`src/hsc_pkg.sv`:
```
// Shared types and constants for the Hangul syllable compose/decompose unit.
// No dependencies; imported by every module of the unit.
package hsc_pkg;

	localparam int CP_W   = 21;
	localparam int SIDX_W = 14;  // syllable index, below 11172
	localparam int QT_W   = 9;   // syllable index / 28, below 399
	localparam int JIDX_W = 5;   // L, V or T index

	// operation codes
	localparam logic OP_DECOMPOSE = 1'b0;
	localparam logic OP_COMPOSE   = 1'b1;

	// Hangul arithmetic constants
	localparam logic [CP_W-1:0] S_BASE = 21'h00AC00;
	localparam logic [CP_W-1:0] L_BASE = 21'h001100;
	localparam logic [CP_W-1:0] V_BASE = 21'h001161;
	localparam logic [CP_W-1:0] T_BASE = 21'h0011A7;
	localparam int L_COUNT = 19;
	localparam int V_COUNT = 21;
	localparam int T_COUNT = 28;
	localparam int N_COUNT = V_COUNT * T_COUNT;
	localparam int S_COUNT = L_COUNT * N_COUNT;

	// reciprocals: x / 28 = (x * RECIP_T) >> 20, x / 588 = (x * RECIP_N) >> 24,
	// exact for every syllable index
	localparam int RECIP_T_SH = 20;
	localparam int RECIP_N_SH = 24;
	localparam int RECIP_T    = (1 << RECIP_T_SH) / T_COUNT + 1;
	localparam int RECIP_N    = (1 << RECIP_N_SH) / N_COUNT + 1;
	localparam int PROD_W     = 30;

	// one decoded item: up to three results
	typedef struct packed {
		logic [1:0]      cnt;  // number of results, 1 to 3
		logic            hit;
		logic [CP_W-1:0] cp0;
		logic [CP_W-1:0] cp1;
		logic [CP_W-1:0] cp2;
	} hsc_entry_t;

endpackage

```
`src/hsc_front.sv`:
```
// Front end: accepts items, classifies code points and works out jamo indices.
// Two pipeline stages; depends on hsc_pkg.
module hsc_front (
	input  logic                      clk,
	input  logic                      arst_n,
	input  logic                      push,
	output logic                      full,
	input  logic                      op,
	input  logic [hsc_pkg::CP_W-1:0]  first_code,
	input  logic [hsc_pkg::CP_W-1:0]  second_code,
	input  logic                      q_full,
	output logic                      q_push,
	output hsc_pkg::hsc_entry_t       q_data
);
	import hsc_pkg::*;

	logic              v_s1, v_s2;
	logic              op_s1, op_s2;
	logic [CP_W-1:0]   a_s1, a_s2;
	logic [CP_W-1:0]   b_s1;
	logic              rdy1, rdy2;

	logic [CP_W-1:0]   a_off, la_off, vb_off, tb_off;
	logic              a_is_s, a_is_l, b_is_v, b_is_t;
	logic [SIDX_W-1:0] s_idx, lv_idx;
	logic [PROD_W-1:0] prod_q, prod_l;
	logic [CP_W-1:0]   lv;

	logic              a_is_s_s2, a_is_l_s2, b_is_v_s2, b_is_t_s2;
	logic [SIDX_W-1:0] s_idx_s2;
	logic [QT_W-1:0]   q_s2;
	logic [JIDX_W-1:0] l_s2, tb_s2;
	logic [CP_W-1:0]   lv_s2;

	logic [JIDX_W-1:0] t_idx, v_idx;
	logic [CP_W-1:0]   lvt;

	// stall chain from the queue back to the input
	assign rdy2   = !v_s2 || !q_full;
	assign rdy1   = !v_s1 || rdy2;
	assign full   = !rdy1;
	assign q_push = v_s2 && !q_full;

	// advance valid flags
	always_ff @(posedge clk or negedge arst_n) begin
		if (!arst_n) begin
			v_s1 <= 1'b0;
			v_s2 <= 1'b0;
		end else begin
			if (rdy1) v_s1 <= push;
			if (rdy2) v_s2 <= v_s1;
		end
	end

	// stage 1 payload: capture the item
	always_ff @(posedge clk) begin
		if (rdy1) begin
			op_s1 <= op;
			a_s1  <= first_code;
			b_s1  <= second_code;
		end
	end

	// classify and start the divisions by reciprocal
	always_comb begin
		a_off  = a_s1 - S_BASE;
		la_off = a_s1 - L_BASE;
		vb_off = b_s1 - V_BASE;
		tb_off = b_s1 - T_BASE;
		a_is_s = (a_s1 >= S_BASE) && (a_off < CP_W'(S_COUNT));
		a_is_l = (a_s1 >= L_BASE) && (la_off < CP_W'(L_COUNT));
		b_is_v = (b_s1 >= V_BASE) && (vb_off < CP_W'(V_COUNT));
		b_is_t = (b_s1 > T_BASE) && (tb_off < CP_W'(T_COUNT));
		s_idx  = a_off[SIDX_W-1:0];
		prod_q = PROD_W'(s_idx) * PROD_W'(RECIP_T);
		prod_l = PROD_W'(s_idx) * PROD_W'(RECIP_N);
		lv_idx = SIDX_W'(la_off[JIDX_W-1:0]) * SIDX_W'(V_COUNT)
			+ SIDX_W'(vb_off[JIDX_W-1:0]);
		lv     = S_BASE + CP_W'(lv_idx * SIDX_W'(T_COUNT));
	end

	// stage 2 payload
	always_ff @(posedge clk) begin
		if (rdy2) begin
			op_s2     <= op_s1;
			a_s2      <= a_s1;
			a_is_s_s2 <= a_is_s;
			a_is_l_s2 <= a_is_l;
			b_is_v_s2 <= b_is_v;
			b_is_t_s2 <= b_is_t;
			s_idx_s2  <= s_idx;
			q_s2      <= prod_q[RECIP_T_SH +: QT_W];
			l_s2      <= prod_l[RECIP_N_SH +: JIDX_W];
			tb_s2     <= tb_off[JIDX_W-1:0];
			lv_s2     <= lv;
		end
	end

	// finish the remainders and build the queue entry
	always_comb begin
		t_idx = JIDX_W'(s_idx_s2 - SIDX_W'(SIDX_W'(q_s2) * SIDX_W'(T_COUNT)));
		v_idx = JIDX_W'(q_s2 - QT_W'(QT_W'(l_s2) * QT_W'(V_COUNT)));
		lvt   = a_s2 + CP_W'(tb_s2);

		q_data.cnt = 2'd1;
		q_data.hit = 1'b0;
		q_data.cp0 = a_s2;
		q_data.cp1 = V_BASE + CP_W'(v_idx);
		q_data.cp2 = T_BASE + CP_W'(t_idx);
		unique case (op_s2)
			OP_DECOMPOSE: begin
				if (a_is_s_s2) begin
					q_data.cnt = (t_idx == '0) ? 2'd2 : 2'd3;
					q_data.hit = 1'b1;
					q_data.cp0 = L_BASE + CP_W'(l_s2);
				end
			end
			OP_COMPOSE: begin
				priority if (a_is_l_s2 && b_is_v_s2) begin
					q_data.hit = 1'b1;
					q_data.cp0 = lv_s2;
				end else if (a_is_s_s2 && (t_idx == '0) && b_is_t_s2) begin
					q_data.hit = 1'b1;
					q_data.cp0 = lvt;
				end else begin
					q_data.hit = 1'b0;
				end
			end
			default: q_data.hit = 1'b0;
		endcase
	end

endmodule

```
`src/hsc_queue.sv`:
```
// Short FIFO of decoded items between the front and back ends.
// Depends on hsc_pkg for the entry type.
module hsc_queue #(
	parameter int DEPTH = 4
) (
	input  logic                clk,
	input  logic                arst_n,
	input  logic                push,
	input  hsc_pkg::hsc_entry_t wdata,
	output logic                full,
	input  logic                pop,
	output hsc_pkg::hsc_entry_t rdata,
	output logic                empty
);
	import hsc_pkg::*;

	localparam int AW = (DEPTH > 1) ? $clog2(DEPTH) : 1;
	localparam int CW = $clog2(DEPTH + 1);

	hsc_entry_t      mem_q [DEPTH];
	logic [AW-1:0]   wr_ptr_q, rd_ptr_q;
	logic [CW-1:0]   count_q;
	logic            do_push, do_pop;

	assign full    = (count_q == CW'(DEPTH));
	assign empty   = (count_q == '0);
	assign do_push = push && !full;
	assign do_pop  = pop && !empty;
	assign rdata   = mem_q[rd_ptr_q];

	// advance pointers and fill count
	always_ff @(posedge clk or negedge arst_n) begin
		if (!arst_n) begin
			wr_ptr_q <= '0;
			rd_ptr_q <= '0;
			count_q  <= '0;
		end else begin
			if (do_push)
				wr_ptr_q <= (wr_ptr_q == AW'(DEPTH - 1)) ? '0 : wr_ptr_q + 1'b1;
			if (do_pop)
				rd_ptr_q <= (rd_ptr_q == AW'(DEPTH - 1)) ? '0 : rd_ptr_q + 1'b1;
			if (do_push && !do_pop)
				count_q <= count_q + 1'b1;
			else if (do_pop && !do_push)
				count_q <= count_q - 1'b1;
		end
	end

	// store entries
	always_ff @(posedge clk) begin
		if (do_push) mem_q[wr_ptr_q] <= wdata;
	end

endmodule

```
`src/hsc_back.sv`:
```
// Back end: holds one decoded item and emits its results one per cycle while pop is held.
// Depends on hsc_pkg for the entry type.
module hsc_back (
	input  logic                      clk,
	input  logic                      arst_n,
	input  logic                      q_empty,
	input  hsc_pkg::hsc_entry_t       q_data,
	output logic                      q_pop,
	output logic                      empty,
	input  logic                      pop,
	output logic [hsc_pkg::CP_W-1:0]  code_point,
	output logic                      is_last,
	output logic                      hit
);
	import hsc_pkg::*;

	hsc_entry_t ent_q;
	logic       bv_q;
	logic [1:0] idx_q;
	logic       take, load;

	assign take    = pop && bv_q;
	assign is_last = (2'(idx_q + 2'd1) == ent_q.cnt);
	assign load    = !bv_q || (take && is_last);
	assign q_pop   = load && !q_empty;
	assign empty   = !bv_q;
	assign hit     = ent_q.hit;

	// select the current result
	always_comb begin
		unique case (idx_q)
			2'd0:    code_point = ent_q.cp0;
			2'd1:    code_point = ent_q.cp1;
			default: code_point = ent_q.cp2;
		endcase
	end

	// advance through the results, reload at the end of an item
	always_ff @(posedge clk or negedge arst_n) begin
		if (!arst_n) begin
			bv_q  <= 1'b0;
			idx_q <= '0;
		end else if (load) begin
			bv_q  <= !q_empty;
			idx_q <= '0;
		end else if (take) begin
			idx_q <= idx_q + 2'd1;
		end
	end

	// hold the item payload
	always_ff @(posedge clk) begin
		if (q_pop) ent_q <= q_data;
	end

endmodule

```
`src/hangul_syllable_compose_decompose_unit.sv`:
```
// Hangul syllable compose/decompose unit, top level.
// An accepted item passes the front-end stages, the queue and the output register.
// Throughput: one item per cycle for single-result items while pop is held; a
// decomposed syllable gives two or three results, one per cycle on the result port.
// Reset (arst_n low) empties the pipeline, queue and output stage at once.
module hangul_syllable_compose_decompose_unit #(
	parameter int DEPTH = 4
) (
	input  logic                      clk,
	input  logic                      arst_n,
	input  logic                      push,
	output logic                      full,
	input  logic                      op,
	input  logic [hsc_pkg::CP_W-1:0]  first_code,
	input  logic [hsc_pkg::CP_W-1:0]  second_code,
	output logic                      empty,
	input  logic                      pop,
	output logic [hsc_pkg::CP_W-1:0]  code_point,
	output logic                      is_last,
	output logic                      hit
);
	import hsc_pkg::*;

	hsc_entry_t f_data, b_data;
	logic       f_push, q_full, q_pop, q_empty;

	hsc_front u_front (
		.clk         (clk),
		.arst_n      (arst_n),
		.push        (push),
		.full        (full),
		.op          (op),
		.first_code  (first_code),
		.second_code (second_code),
		.q_full      (q_full),
		.q_push      (f_push),
		.q_data      (f_data)
	);

	hsc_queue #(.DEPTH(DEPTH)) u_queue (
		.clk    (clk),
		.arst_n (arst_n),
		.push   (f_push),
		.wdata  (f_data),
		.full   (q_full),
		.pop    (q_pop),
		.rdata  (b_data),
		.empty  (q_empty)
	);

	hsc_back u_back (
		.clk        (clk),
		.arst_n     (arst_n),
		.q_empty    (q_empty),
		.q_data     (b_data),
		.q_pop      (q_pop),
		.empty      (empty),
		.pop        (pop),
		.code_point (code_point),
		.is_last    (is_last),
		.hit        (hit)
	);

endmodule

```
`config.mk`:
```
export PLATFORM = sky130hd
export DESIGN_NAME = hangul_syllable_compose_decompose_unit
export DESIGN_NICKNAME = d
export VERILOG_FILES = /design/src/hsc_pkg.sv /design/src/hsc_front.sv /design/src/hsc_queue.sv /design/src/hsc_back.sv /design/src/hangul_syllable_compose_decompose_unit.sv
export SDC_FILE = /design/constraint.sdc
export NUM_CORES = 1
export LEC_CHECK = 0
export BUFFER_PORTS_ARGS = -buffer_cell sky130_fd_sc_hd__buf_2
export CAP_MARGIN = 15
export CORE_AREA = 2 2 243 245
export DETAILED_ROUTE_END_ITERATION = 10
export DIE_AREA = 0 0 245 247
export RECOVER_POWER = 50
export SLEW_MARGIN = 20
export SYNTH_ARGS = -nofsm -noshare
export SYNTH_HDL_FRONTEND = slang
export SYNTH_HIERARCHICAL = 1
export SYNTH_SLANG_ARGS = --single-unit
```
`constraint.sdc`:
```
create_clock -name clk -period 13.5 [get_ports clk]
set_input_delay 1.35 -clock clk [delete_from_list [all_inputs] [get_ports clk]]
set_output_delay 1.35 -clock clk [all_outputs]
set_load 0.01 [all_outputs]
```
==> results_dict.tcl <==
set metrics [dict create \
    async_flop_share 0.02721 \
    crit_fanout 19 \
    startpoint_type "register" \
    failed_checks "capacitance limit, slew limit" \
    skew_ns 0.03334 \
    port_buffers 71 \
    crit_path_cell_chain "clkbuf_1 > ha_1 > ha_1 > inv_1 > fa_1 > inv_1 > ha_1 > a21oi_1 > nor2_1 > o31a_1 > a21oi_1 > fa_1 > ha_1 > or4_1 > o22a_1 > a31oi_1 > xnor2_1 > o21ai_0 > xnor2_1" \
    antenna_cells_inserted 0 \
    clock_insertion_delay_worst_skew_ns 0.61 \
    gp_routability_congestion 0.8819 \
    detailed_route_wl_um 52660 \
    post_drt_via_cell_ratio 5.268 \
    mostFrequentLayoutCell "sky130_fd_sc_hd__edfxtp_1" \
    fraction_of_layout_instances_using_a_drive_strength_above_1 0.1155 \
    synth.yosys.seq_area_share 0.5087 \
    maximum_number_of_pins_on_one_net_before_global_route_repair 69 \
    post_synth_num_cell_types 85 \
    status "complete, but fails checks" \
    clock_tree_from_tritoncts "done" \
    gr_overflow_total 0 \
    post_drt_wl_per_cell_um 19.11 \
    layout-area-overhead-vs-synth_pct 10.15 \
    clock_sink_count 441 \
    grt_pass1_wl_um 84220 \
    timing.critical_path.arrival_ns 7.00 \
    timing.critical_path.mode_cell "sky130_fd_sc_hd__ha_1" \
    post-cts-setup-buffer-count 0 \
    initial_core_util 0.4450 \
    avgSynthCellArea_um2 13.96 \
    cts_resized 0 \
    critical_path.slowest_cell "sky130_fd_sc_hd__clkbuf_1" \
    crit_buf_inv 3 \
    dr_total_vias 14510 \
    clk_pin_slew_worst_paths_ns 0.06 \
    top_area_cells_in_the_synthesized_netlist "sky130_fd_sc_hd__edfxtp_1 (50%), sky130_fd_sc_hd__ha_1 (12%), sky130_fd_sc_hd__fa_1 (10%), sky130_fd_sc_hd__mux4_2 (5.7%), sky130_fd_sc_hd__inv_1 (3.8%)" \
    fin_setup_tns_ns 0 \
    via_count_of_the_first_global_routing_pass 15040 \
    nets 2380 \
    die_x_um 245 \
    grt_antenna_before_repair 0 \
    timing.setup.critical_path_class "reg2reg" \
    cts_hold_repair.buffers 0 \
    area_share_of_the_leading_cell_type_in_the_synthesized_netlist 0.4971 \
    utilization 0.4902 \
    min_path_type "reg2reg" \
    period_needed_ns 6.678 \
    post-synth-top-area-cell "sky130_fd_sc_hd__edfxtp_1" \
    detail-route-antenna-nets 0 \
    root_buffer "sky130_fd_sc_hd__clkbuf_16" \
    rsz_0062_raised_after_global_routing "false" \
    synth-seq-cells 441 \
    dpl.hpwl_um 37040 \
    max_cap_viols 7 \
    worst_slew_pin_slew_ns 5.385 \
    critical_path.max_stage_delay_ns 1.19 \
    setup-violations-final 0 \
    maxClockFrequency_mhz 149.7 \
    grtUsageTotal 0.1800 \
    critical_path.top_delay_family "adder cells" \
    drtPass1Iterations 8 \
    final_max_slew_violation_count 353 \
    placement_rows 89 \
    clock_tree.buffer_depth 3 \
    slew_headroom -2.590 \
    synth_edf_count 429 \
    commonest_non_fill_non_tap_cells_in_the_layout "sky130_fd_sc_hd__edfxtp_1 (429), sky130_fd_sc_hd__inv_1 (261), sky130_fd_sc_hd__ha_1 (256)" \
    cts-buffers-inserted 47 \
    coreArea_um2 58240 \
    synth.cell_area_um2 25920 \
    dominantRegCellSynth "sky130_fd_sc_hd__edfxtp_1" \
    yosys_warnings 6 \
    die_h_um 247 \
    cts-htree-levels 2 \
    die-area_um2 60520 \
    post-route-period-util 0.4947 \
    finalHoldViolations 0 \
    drt_iter0_markers 854 \
    worstPathRequired_ns 13.82 \
    crit_path_end_kind "register" \
    post_synthesis_cells 1857 \
    route.detailed.drc 0 \
    floorplan.io_pins 72 \
]
==> synth_stat cells, drive strengths merged (15+ instances only) <==
cell	count
mux4	66
nand2	94
ha	256
xnor2	59
a21oi	72
o21ai	57
a21o	24
nor3	23
edfxtp	429
xor2	27
fa	131
nand3	19
nand4	15
inv	261
nor2	52
buf	54
clkbuf	16
a22oi	21
==> stage by stage <==
stage	setup slack, ns	cell area [µm²]	hold slack [ns]	std cells
4_1_cts	7.022	28600	0.4143	2755
3_3_place_gp	7.138	27010	0.4082	2670
5_1_grt	6.331	28550	0.4189	2755
3_5_place_dp	7.035	27010	0.4052	2670
6_report	6.822	28550	0.4163	2755
2_1_floorplan	5.153	26010	0.4003	1882
==> state kept, by name, summed over array words and instances, names as in the netlist <==
| name | count |
|---|---|
| u_queue/rd_ptr_q | 2 |
| u_front/q_s2 | 5 |
| u_front/b_is_t_s2 | 1 |
| u_queue/mem_q | 264 |
| u_front/op_s2 | 1 |
| u_front/b_is_v_s2 | 1 |
| u_front/a_s1 | 21 |
| u_front/a_s2 | 21 |
| u_front/a_is_s_s2 | 1 |
| u_front/lv_s2 | 15 |
| u_back/bv_q | 1 |
| u_front/tb_s2 | 5 |
| u_front/v_s2 | 1 |
| u_front/op_s1 | 1 |
| u_queue/count_q | 3 |
| u_front/v_s1 | 1 |
| u_queue/wr_ptr_q | 2 |
| u_front/a_is_l_s2 | 1 |
| u_back/hit | 1 |
| u_front/l_s2 | 5 |
| u_back/idx_q | 2 |
| u_back/ent_q | 65 |
| u_front/b_s1 | 21 |
==> logic make-up after synthesis <==
kind of cell | after synthesis | share of synthesized area
and+or+nand+nor | 259 | 0.04881
adders and majority gates | 387 | 0.2248
muxes | 79 | 0.06257
AOI/OAI and AO/OA | 271 | 0.06885
DFF | 441 | 0.5087
other | 2 | 0.0002898
buffers and inverters | 331 | 0.05581
xor gates and xnor gates | 87 | 0.03022
==> final cells by class <==
| type | count | area (µm²) |
|---|---|---|
| Clock buffer | 56 | 1220 |
| Clock inverter | 29 | 369.1 |
| Fill cell | 5021 | 29690 |
| Inverter | 261 | 979.7 |
| Multi-Input combinational cell | 1110 | 11390 |
| Sequential cell | 441 | 13190 |
| Tap cell | 773 | 967.2 |
| Timing Repair Buffer | 85 | 429.2 |
==> layer usage <==
metal / routed length, µm / track usage / up-vias
met4: 1083 / 0.04681 / 0
met5: 0 / 0 / -
met2: 25650 / 0.3025 / 286
li1: - / - / 6869
met3: 2065 / 0.02312 / 66
met1: 23860 / 0.2479 / 7291
==> final timing paths <==
check	start	to	cells after the start	slack (ns)
worst max-delay path	u_front/a_s1[0]	u_front/lv_s2[15]	19	6.82
worst min-delay path	u_front/op_s1	u_front/op_s2	0	0.42
worst max register to register	u_front/a_s1[0]	u_front/lv_s2[15]	19	6.82
worst min register to register	u_front/op_s1	u_front/op_s2	0	0.42
max in group asynchronous	arst_n	u_queue/rd_ptr_q[0]	1	12.26
min in group asynchronous	arst_n	u_queue/rd_ptr_q[0]	1	0.76
Power is left out: the tool's default activity adds up to more than one toggle a clock period on the data nets, which glitch-free logic cannot reach.
